[src/rtl/rat_pkg.sv]
// Package for the region adjacency table: shared widths, opcodes and
// colour codes, and the default parameter values. No dependencies.
`default_nettype none

package rat_pkg;

	localparam int LABEL_W    = 10;
	localparam int OPCODE_W   = 2;
	localparam int COLOR_W    = 2;
	localparam int NUM_COLORS = 3;
	localparam int OUT_SLOTS  = 4;

	localparam int DEF_MAX_REGIONS     = 1024;
	localparam int DEF_SLOTS_PER_COLOR = 4;

	localparam logic [OPCODE_W-1:0] OP_CLEAR = 2'd0;
	localparam logic [OPCODE_W-1:0] OP_MARK  = 2'd1;
	localparam logic [OPCODE_W-1:0] OP_READ  = 2'd2;
	localparam logic [OPCODE_W-1:0] OP_NONE  = 2'd3;

	localparam logic [COLOR_W-1:0] COLOR_NONE = 2'd3;

endpackage

`default_nettype wire

[src/rtl/rat_slot_scan.sv]
// Slot scan for one colour set of one region: finds the label or the first
// empty slot and reports a miss when neither exists. Uses rat_pkg widths.
`default_nettype none

module rat_slot_scan import rat_pkg::*; #(
	parameter int SLOTS = DEF_SLOTS_PER_COLOR
) (
	input  wire logic [SLOTS*LABEL_W-1:0] row,
	input  wire logic [LABEL_W-1:0]       label,
	output      logic [SLOTS*LABEL_W-1:0] new_row,
	output      logic                     miss
);

	always_comb begin
		logic done;
		done    = 1'b0;
		new_row = row;
		for (int i = 0; i < SLOTS; i++) begin
			if (!done) begin
				if (row[i*LABEL_W +: LABEL_W] == label) begin
					done = 1'b1;
				end else if (row[i*LABEL_W +: LABEL_W] == '0) begin
					new_row[i*LABEL_W +: LABEL_W] = label;
					done = 1'b1;
				end
			end
		end
		miss = !done;
	end

endmodule

`default_nettype wire

[config.mk]
export PLATFORM = sky130hd
export DESIGN_NAME = rat_slot_scan
export DESIGN_NICKNAME = d
export VERILOG_FILES = /design/src/rtl/rat_pkg.sv /design/src/rtl/rat_slot_scan.sv
export SDC_FILE = /design/constraint.sdc
export NUM_CORES = 1
export LEC_CHECK = 0
export BUFFER_PORTS_ARGS = -buffer_cell sky130_fd_sc_hd__buf_2
export CAP_MARGIN = 20
export CORE_UTILIZATION = 40
export DETAILED_ROUTE_END_ITERATION = 10
export GPL_TIMING_DRIVEN = 1
export PLACE_DENSITY_LB_ADDON = 0.3
export SLEW_MARGIN = 20
export SYNTH_ARGS = -nofsm -noshare
export SYNTH_HDL_FRONTEND = slang
export SYNTH_SLANG_ARGS = --single-unit
[constraint.sdc]
create_clock -name vclk -period 2
set_input_delay 0.1 -clock vclk [all_inputs]
set_output_delay 0.1 -clock vclk [all_outputs]
set_load 0.05 [all_outputs]
# Word-level counts from Yosys, hierarchy flattened
# Index checks and enable logic that the tools add are counted.
[totals] regBits=0 input_bits=50 word_cells=31
[classes] n_eq_ne=4 n_mux=22 n_reduce_logical=5
[op_table] operator="10-bit 2-to-1 mux" n=11
[op_table] operator="10-bit == test" n=4
[op_table] operator="10-bit zero test" n=4
[op_table] operator="1-bit 2-to-1 mux" n=11
[op_table] operator="1-bit zero test" n=1

# Logic depth before layout (Yosys ltp)
[logic_depth] depth_word=7 ltp_mapped=7 depth_no_buf=5

# Worst setup path after synthesis
# No wires, ideal clock.
[synth_timing] path_type="in2out" start="input port row[15]" end="output port new_row[10]" arrival_ns=1.757 path_slack_ns=0.143 stages=5 path_buffers=0 cell_sequence="or4_1 nor4_2 nand2b_1 nor3b_4 a21o_1"
[synth_between] elab_chain_cells=4
[synth_lines] item="start, declared" line_no="rat_slot_scan.sv:8" rtl="input wire logic [SLOTS*LABEL_W-1:0] row,"
[synth_lines] item="10-bit zero test" line_no="rat_slot_scan.sv:22" rtl="end else if (row[i*LABEL_W +: LABEL_W] == '0) begin"
[synth_lines] item="10-bit 2-to-1 mux" line_no="rat_slot_scan.sv:22"
[synth_lines] item="10-bit 2-to-1 mux (*)" line_no="rat_slot_scan.sv:20" rtl="if (row[i*LABEL_W +: LABEL_W] == label) begin"
[synth_lines] item="10-bit 2-to-1 mux (*)" line_no="rat_slot_scan.sv:19" rtl="if (!done) begin"
[synth_lines] item="end, declared" line_no="rat_slot_scan.sv:10" rtl="output logic [SLOTS*LABEL_W-1:0] new_row,"
# Every way passes the cells marked *; elsewhere a longest branch is shown, timed or not.

# Final worst setup path
[layout_timing] start="input port row[14]" end="output port new_row[14]"
[layout_between] elab_chain_cells=4
[layout_lines] item="10-bit zero test" line_no="rat_slot_scan.sv:22"
[layout_lines] item="10-bit 2-to-1 mux" line_no="rat_slot_scan.sv:22"
[layout_lines] item="10-bit 2-to-1 mux" line_no="rat_slot_scan.sv:20"
[layout_lines] item="10-bit 2-to-1 mux (*)" line_no="rat_slot_scan.sv:19"
# Marked as above.

==> results_dict.tcl <==
set metrics [dict create \
    placedInstanceArea_um2 1520 \
    final_cell_area_um2 1700 \
    wire_per_inst_um 17.0 \
    synth.most_common_cell "xor2_1" \
    place.port_buffers 91 \
    final_layout_size_suffix_gt1_share_pct 55.9 \
    grt.busiest_layer "met2" \
    timing_hold_violations_final 0 \
    clkbuf_count 0 \
    die_height_um 51.9 \
    critPathMaxStageDelay_ns 0.54 \
    synth_top_area_cell "xor2_1" \
    pin_count 91 \
    via_per_inst 5.91 \
    drt_pre_antenna_iters 4 \
    fin_crit_ns 1.94 \
    finalCoreUtilization_pct 74.5 \
    initial_utilization_pct 43.8 \
    post_cts_hold_fix_bufs 0 \
    grt_first_pass_wirelength_um 6180 \
    timing.critical_path.required_ns 1.90 \
    cp.arrival_ns 1.84 \
    grt_use_total_pct 29.5 \
    final_nets 272 \
    crit_slowest_cell "or4_4" \
    count_of_different_cell_masters_after_synthesis 18 \
    preCtsSetupSlack_ns -0.0241 \
    remaining_drc_errors 0 \
    drt_iter0_markers 36 \
    first_global_vias 1321 \
    grt_use_met1_pct 38.7 \
    detailedPlacementHpwl_um 3090 \
    crit_fanout 6 \
    grt_start_max_net_pins 22 \
    p_leak_uw 0.000839 \
    netlist.area_leader.share_pct 22.8 \
    synth.avg_cell_area_um2 7.98 \
    grt_antenna_before_repair 0 \
    syn_nets 175 \
    final_antenna_net_count 0 \
    total_die_area_um2 2700 \
    powerDensity_nw_per_um2 278 \
    tightest_slew_ns 0.367 \
    drv_cap 0 \
    vdd_drop_max_uv 189 \
    place.gp.congestion 0.793 \
    clock.fmax_mhz 516 \
    timing.final.max_slew_violations 0 \
    synth_commonest_cells "xor2_1, a31o_1, a21o_1, xnor2_1, buf_2" \
    outcome "finished, final reports clean" \
    min_path_type "in2out" \
    criticalPathCategory "in2out" \
    sequential_cell_area_um2 0 \
    postSynthCellCount 125 \
    seq_cells 0 \
    relSlewSlack_pct 75.5 \
    timing.critical_path.to_type "primary output" \
    worstPathCellList "buf_8, or4_4, nor4_4, nand2b_1, nor3b_4, buf_6, a21o_1, buf_6" \
    wirelength_um 4210 \
    grt_util_met3_pct 1.17 \
    groute.layer.met2.usage_pct 52.8 \
    core_region_area_um2 2280 \
    post-route-worst-setup-slack_ns 0.0628 \
    area_growth_syn_to_layout_pct 70.1 \
    top_post_synthesis_cells_by_area "xor2_1, a31o_1, xnor2_1, a21o_1, nor4_1" \
    synthesis.yosys.warnings 0 \
    total_power_uw 471 \
    hold-worst-slack_ns 0.537 \
    critical-path-top-cell-by-count "buf_6" \
    detailroute.via_count 1465 \
    setup_viol 0 \
    grt.overflow.total 0 \
    number_of_rows_created_at_floorplan 17 \
    min_period_over_period_pct 96.9 \
    die_w_um 51.9 \
    rsz0062_at_grt "yes" \
    cp_startpoint_kind "input pin" \
    antenna_cells 0 \
    part_of_the_yosys_area_used_for_sequential_elements_pct 0 \
    synth.cell_area_um2 997 \
]
[layout make-up]
type / count / area (um^2)
repair buffers: 107 / 669
fillers: 182 / 579
multi-input cells: 113 / 992
well taps: 28 / 35.0
[stage by stage]
step | TNS [ns] | cells
final | 0 | 248
after global routing | -0.133 | 248
after CTS | 0 | 245
after detailed placement | -0.0640 | 245
after global placement | -0.00731 | 245
after floorplan | 0 | 125
[cells in the final DEF (no fill, tap or decap)]
cell type  Yosys  routed
a21o_1        16      16
a31o_1        20      20
a31o_2         4       4
and4b_1        1       1
and4b_2        0       2
and4b_4        1       1
buf_2         11      76
buf_4          0      17
buf_6          2      13
buf_8          0       1
nand2b_1       1       1
nand3_1        1       1
nand4_1        5       5
nor2_1         3       1
nor2_2         0       2
nor3b_4        1       1
nor4_1         9       8
nor4_4         0       4
or4_1          6       4
or4_4          0       2
xnor2_1       14      14
xor2_1        26      26
[logic make-up after synthesis]
kind of cell    after synthesis  share of synthesized area, %
xor+xnor                     40                          35.1
buf+inv                      14                          8.15
compound gates               40                          33.1
simple gates                 31                          23.6
[path summary, 6_finish.rpt]
check | from | end | slack, ns | cells past startpoint
max | row[14] | new_row[14] | 0.06 | 8
min | row[12] | new_row[12] | 0.54 | 3
[layer usage]
layer  wire length [um]  vias to the layer above
met4                 77                        0
met1               1660                      681
li1                   -                      674
met3                365                       12
met5                  0                        -
met2               2110                       98
[critical path: cells and delay by family]
kind / cells / cell delay [ns]
buf+inv: 3 / 0.41
simple gates: 4 / 1.19
compound gates: 1 / 0.13
[timing repair]
| action | in CTS | in global routing |
|---|---|---|
| gates resized for setup | 6 | 41 |
| pin swaps | 0 | 8 |
| buffers inserted | 0 | 1 |
| cloned | 0 | 2 |
| setup endpoints to repair | 6 | 31 |
[power by group]
group | internal [uW] | total, uW | leakage, uW | switching (uW)
clock network | 0 | 0 | 0 | 0
registers | 0 | 0 | 0 | 0
logic | 167 | 471 | 0.000839 | 304
Note: power is estimated with default switching activity, not from simulation.
