--- config.mk ---
export PLATFORM = sky130hd
export DESIGN_NAME = rat_ram
export DESIGN_NICKNAME = d
export VERILOG_FILES = /design/src/rtl/rat_ram.sv
export SDC_FILE = /design/constraint.sdc
export NUM_CORES = 1
export LEC_CHECK = 0
export BUFFER_PORTS_ARGS = -buffer_cell sky130_fd_sc_hd__buf_2
export CAP_MARGIN = 20
export CORE_MARGIN = 3
export CORE_UTILIZATION = 30
export CTS_CLUSTER_SIZE = 14
export DETAILED_ROUTE_END_ITERATION = 16
export HOLD_SLACK_MARGIN = 0.15
export PLACE_DENSITY = 0.55
export SETUP_SLACK_MARGIN = 0.3
export SLEW_MARGIN = 40
export SYNTH_ARGS = -nofsm -noshare
export SYNTH_HDL_FRONTEND = slang
export SYNTH_SLANG_ARGS = --single-unit
--- constraint.sdc ---
create_clock -name clk -period 2.4 [get_ports clk]
set_input_delay 0.24 -clock clk [delete_from_list [all_inputs] [get_ports clk]]
set_output_delay 0.24 -clock clk [all_outputs]
set_load 0.02 [all_outputs]
--- src/rtl/rat_ram.sv ---
// Generic simple dual-port RAM: one write port, one read port with the
// read data registered. No package dependency.
`default_nettype none

module rat_ram #(
	parameter int WIDTH = 8,
	parameter int DEPTH = 16
) (
	input  wire logic                     clk,
	input  wire logic                     we,
	input  wire logic [$clog2(DEPTH)-1:0] waddr,
	input  wire logic [WIDTH-1:0]         wdata,
	input  wire logic [$clog2(DEPTH)-1:0] raddr,
	output      logic [WIDTH-1:0]         rdata
);

	logic [WIDTH-1:0] mem [DEPTH];

	always_ff @(posedge clk) begin
		if (we) begin
			mem[waddr] <= wdata;
		end
		rdata <= mem[raddr];
	end

endmodule

`default_nettype wire

# Word-level counts from Yosys, hierarchy flattened
# Memories as Yosys holds them, arrays and structs flattened. A register that Yosys moved wholly into a read port is not among the register bits.
# Index checks and enable logic that the tools add are counted.
dict set report totals {
  mem_bits_rw 128
  reg_bits 0
  wordCells 3
  output_inout_bits 8
  mem_count 1
}
# name depth width read_ports rd_clocked_by_memory_dff wr line
set mem_list {}
lappend mem_list {mem 16 8 1 1 1 17} ;# logic [WIDTH-1:0] mem [DEPTH];
dict set report op_classes {
  n_mux 2
}
# op count
set op_table {}
lappend op_table {{2-to-1 mux 1 bit} 2}

# Longest topological paths before layout
dict set report depth {
  depth_word 2
  ltp_mapped 5
}

# Worst setup path after synthesis
# No wires, ideal clock.
dict set report synth_path {
  path_kind {input -> register}
  start {input port waddr[2]}
  end {memory mem[0][0] (enable)}
  n_path_buf 0
  slack_ps 667
  required_ps 2017
  arrival_time_ps 1350
  cell_stages 2
  setup_time_ps 383
  path_cell_list {or3b_2 nor3_1}
}
# element line
set synth_lines {}
lappend synth_lines {{start, declared} 11} ;# input wire logic [$clog2(DEPTH)-1:0] waddr,
lappend synth_lines {{end, declared} 17}
# No word-level cell before the write port.

==> impl_metrics.xml <==
<?xml version="1.0" encoding="UTF-8"?>
<metrics>
  <group name="clock_network">
    <metric name="path_clk_slew" unit="ns">0.06</metric>
    <metric name="post-cts-setup-buffer-count" unit="">0</metric>
    <metric name="cts_hold_buf" unit="">0</metric>
    <metric name="clock_sinks" unit="">136</metric>
    <metric name="cts_repair_resize_count" unit="">0</metric>
    <metric name="cts_inserted_buffers" unit="">17</metric>
    <metric name="cts.path.max_buffers" unit="">2</metric>
    <metric name="count_of_h_tree_levels_built_during_cts" unit="">4</metric>
    <metric name="clk_latency" unit="ns">0.41</metric>
    <metric name="cts_tree" unit="">done</metric>
    <metric name="clock_tree.root_cell" unit="">clkbuf_16</metric>
  </group>
  <group name="timing">
    <metric name="final-max-slew-violation-count" unit="">0</metric>
    <metric name="hold_violations_final" unit="">0</metric>
    <metric name="setup_repair_after_global_routing_missed_its_margin" unit="">no</metric>
    <metric name="slew_headroom" unit="%">60.8</metric>
    <metric name="timing.fmax" unit="MHz">673</metric>
    <metric name="worstMarginPinSlew" unit="ns">0.586</metric>
    <metric name="final.period_utilization" unit="%">61.9</metric>
    <metric name="worst_setup_slack_after_layout" unit="ns">0.913</metric>
    <metric name="whs" unit="ns">0.211</metric>
    <metric name="finalClockSkew" unit="ns">0.00521</metric>
    <metric name="finalSetupViolCount" unit="">0</metric>
    <metric name="final.setup.tns" unit="ns">0</metric>
    <metric name="timing.final.crit_period" unit="ns">1.49</metric>
  </group>
  <group name="synth">
    <metric name="dominantRegCellSynth" unit="">edfxtp_1</metric>
    <metric name="postSynthCellCount" unit="">229</metric>
    <metric name="synth_edf_count" unit="">128</metric>
    <metric name="postSynth.asyncResetShare" unit="%">0</metric>
    <metric name="yosysWarnings" unit="">0</metric>
    <metric name="syn-num-nets" unit="">247</metric>
    <metric name="ys_seq_elements" unit="">136</metric>
    <metric name="synth_top_cell_by_area" unit="">edfxtp_1</metric>
    <metric name="netlist_top_cells_count" unit="">edfxtp_1 (128), mux4_2 (18), a22oi_1 (16), mux4_1 (14), nor2_1 (13)</metric>
    <metric name="yosysSeqAreaShare" unit="%">77.8</metric>
    <metric name="synth_top_area_share" unit="%">74.7</metric>
    <metric name="post_synth_instance_area" unit="mm²">0.00515</metric>
    <metric name="synth.most_common_cell" unit="">edfxtp_1</metric>
    <metric name="synthesis.area_per_instance" unit="µm²">22.5</metric>
    <metric name="synth_area_leaders" unit="">edfxtp_1 (75%), mux4_2 (7.9%), mux4_1 (7.1%)</metric>
    <metric name="synth.lib_cells_used.distinct" unit="">19</metric>
  </group>
  <group name="place">
    <metric name="place_ws" unit="ns">0.460</metric>
    <metric name="dpl.hpwl" unit="mm">6.60</metric>
    <metric name="port_buffer_cells" unit="">25</metric>
    <metric name="routability_driven_placement_congestion_ratio" unit="">0.714</metric>
    <metric name="placed_cell_area" unit="mm²">0.00563</metric>
  </group>
  <group name="power">
    <metric name="comb_power_share" unit="%">4.7</metric>
    <metric name="total_power" unit="mW">5.52</metric>
    <metric name="switching_share_of_power" unit="%">19.0</metric>
    <metric name="power.share.clock" unit="%">46.8</metric>
    <metric name="power.internal" unit="mW">4.47</metric>
    <metric name="power-per-cell-area" unit="mW/mm²">886</metric>
    <metric name="seq_power_share" unit="%">48.4</metric>
    <metric name="vdd_ir_drop_max" unit="mV">0.493</metric>
    <metric name="switching_power" unit="mW">1.05</metric>
    <metric name="leakagePower" unit="nW">2.10</metric>
  </group>
  <group name="worst_setup_path">
    <metric name="critical_path.max_stage_delay" unit="ns">0.59</metric>
    <metric name="r2r.worst_path.cells" unit="">3</metric>
    <metric name="worstSetupPathDepth" unit="">5</metric>
    <metric name="worst-path-buf-inv" unit="">2</metric>
    <metric name="critPathSlowestCell" unit="">mux4_1</metric>
    <metric name="worst-endpoint-required" unit="ns">2.68</metric>
    <metric name="critical-path-top-delay-family" unit="">multiplexers</metric>
    <metric name="reg2reg_setup_slack" unit="ns">0.99</metric>
    <metric name="critical_path_class" unit="">input pin to flop</metric>
    <metric name="crit_path_start_kind" unit="">input pin</metric>
    <metric name="worstPathCellList" unit="">buf_2 &gt; buf_4 &gt; mux4_1 &gt; a22oi_1 &gt; nand2_1</metric>
    <metric name="crit_fanout" unit="">10</metric>
    <metric name="worst_setup_path_end_kind" unit="">flop</metric>
    <metric name="worst_endpoint_data_arrival_time" unit="ns">1.77</metric>
  </group>
  <group name="global_routing">
    <metric name="grt_util_all_layers" unit="%">11.2</metric>
    <metric name="grt_first_pass_wirelength" unit="mm">14.8</metric>
    <metric name="first_global_vias" unit="">2354</metric>
    <metric name="grt_remaining_overflow" unit="">0</metric>
    <metric name="grt_max_degree" unit="">18</metric>
    <metric name="grt_antenna_before_repair" unit="">0</metric>
  </group>
  <group name="floorplan">
    <metric name="dieHeight" unit="µm">137</metric>
    <metric name="die_w" unit="µm">137</metric>
    <metric name="dieArea" unit="mm²">0.0188</metric>
    <metric name="io_pins" unit="">26</metric>
    <metric name="fp.coreArea" unit="mm²">0.0167</metric>
    <metric name="effective_utilization_at_floorplan" unit="%">30.8</metric>
    <metric name="rows" unit="">47</metric>
  </group>
  <group name="hold_path">
    <metric name="whs_path_depth" unit="">1</metric>
    <metric name="min-delay-path-class" unit="">input pin to flop</metric>
  </group>
  <group name="route">
    <metric name="postRouteAntennaNets" unit="">0</metric>
    <metric name="dr.pass1.iters" unit="">4</metric>
    <metric name="vias" unit="">2329</metric>
    <metric name="drt-vias-per-instance" unit="">4.50</metric>
    <metric name="detail_route.iter0.violations" unit="">320</metric>
    <metric name="avgRoutedWirePerCell" unit="µm">18.8</metric>
    <metric name="drc" unit="">0</metric>
    <metric name="routed_wirelength" unit="mm">9.72</metric>
  </group>
  <group name="layout">
    <metric name="insertedDiodeCount" unit="">0</metric>
    <metric name="finalNetCount" unit="">302</metric>
    <metric name="multi_input_combinational_cell_area" unit="mm²">0.00106</metric>
    <metric name="area_growth" unit="%">21.1</metric>
    <metric name="drive_gt1_share" unit="%">31.3</metric>
    <metric name="area.sequential" unit="mm²">0.00400</metric>
    <metric name="fillers" unit="">1560</metric>
    <metric name="post_route_cell_area" unit="mm²">0.00623</metric>
  </group>
  <group name="run_status">
    <metric name="run_status" unit="">finished clean</metric>
  </group>
  <group name="job">
    <metric name="cap_violations" unit="">0</metric>
  </group>
</metrics>
[per-layer routing]
metal	vias to the layer above	global-route usage, %	wire length, µm
met3	11	3.82	460
met5	-	0	0
met1	1185	16.1	4650
met4	0	3.49	87
li1	1082	-	-
met2	51	16.2	4520
[worst paths after layout]
path | from | to
hold / removal | wdata[3] | mem[6][3]
hold reg to reg | mem[15][4] | rdata[4]
setup / recovery | raddr[0] | rdata[0]
setup reg to reg | mem[2][0] | rdata[0]
[stage by stage]
step           cells  utilization [%]
2_1_floorplan    229                -
3_3_place_gp     485             33.7
3_5_place_dp     485             33.7
4_1_cts          517             37.3
5_1_grt          517             37.3
6_report         517             37.3
[cell usage in the layout, fill, tap and decap left out, types with 2 or more instances in the layout]
cell type,netlist,layout
buf_2,3,25
dfxtp_1,8,8
nor3_1,4,4
mux4_2,18,18
nand2_1,9,9
nor2_1,13,13
clkinv_2,0,4
edfxtp_1,128,128
clkbuf_1,0,3
clkbuf_16,0,17
mux4_1,14,14
buf_4,1,20
nand3b_1,2,2
bufinv_16,0,3
a22oi_1,16,16
nand2b_1,2,2
clkbuf_8,0,3
[cells by family (layout without fill, tap and decap cells)]
| group | Yosys count | count (layout) | synth area share, % |
|---|---|---|---|
| compound gates | 16 | 16 | 2.33 |
| buf+inv | 10 | 78 | 1.68 |
| flops | 136 | 136 | 77.8 |
| mux | 32 | 32 | 15.0 |
| simple gates | 35 | 35 | 3.18 |
[sequential cells by signal (all words and copies together) (netlist names)]
signal / cells
mem: 128
rdata: 8
[power by group through the flow]
stage | registers (mW) | clock network (mW) | logic, mW
2_1_floorplan | 2.74 | 0 | 0.135
3_3_place_gp | 2.72 | 0 | 0.263
3_5_place_dp | 2.72 | 0 | 0.267
4_1_cts | 2.67 | 2.63 | 0.267
5_1_grt | 2.68 | 2.75 | 0.286
6_report | 2.67 | 2.59 | 0.262
[layout make-up]
| class | count | share of cell area [%] |
|---|---|---|
| timing repair buffer | 46 | 4.74 |
| clock inverter | 9 | 1.95 |
| tap | 220 | 4.42 |
| multi-input combinational | 83 | 17.0 |
| clock buffer | 23 | 7.67 |
| sequential | 136 | 64.3 |
(Power assumes the default switching activity.)
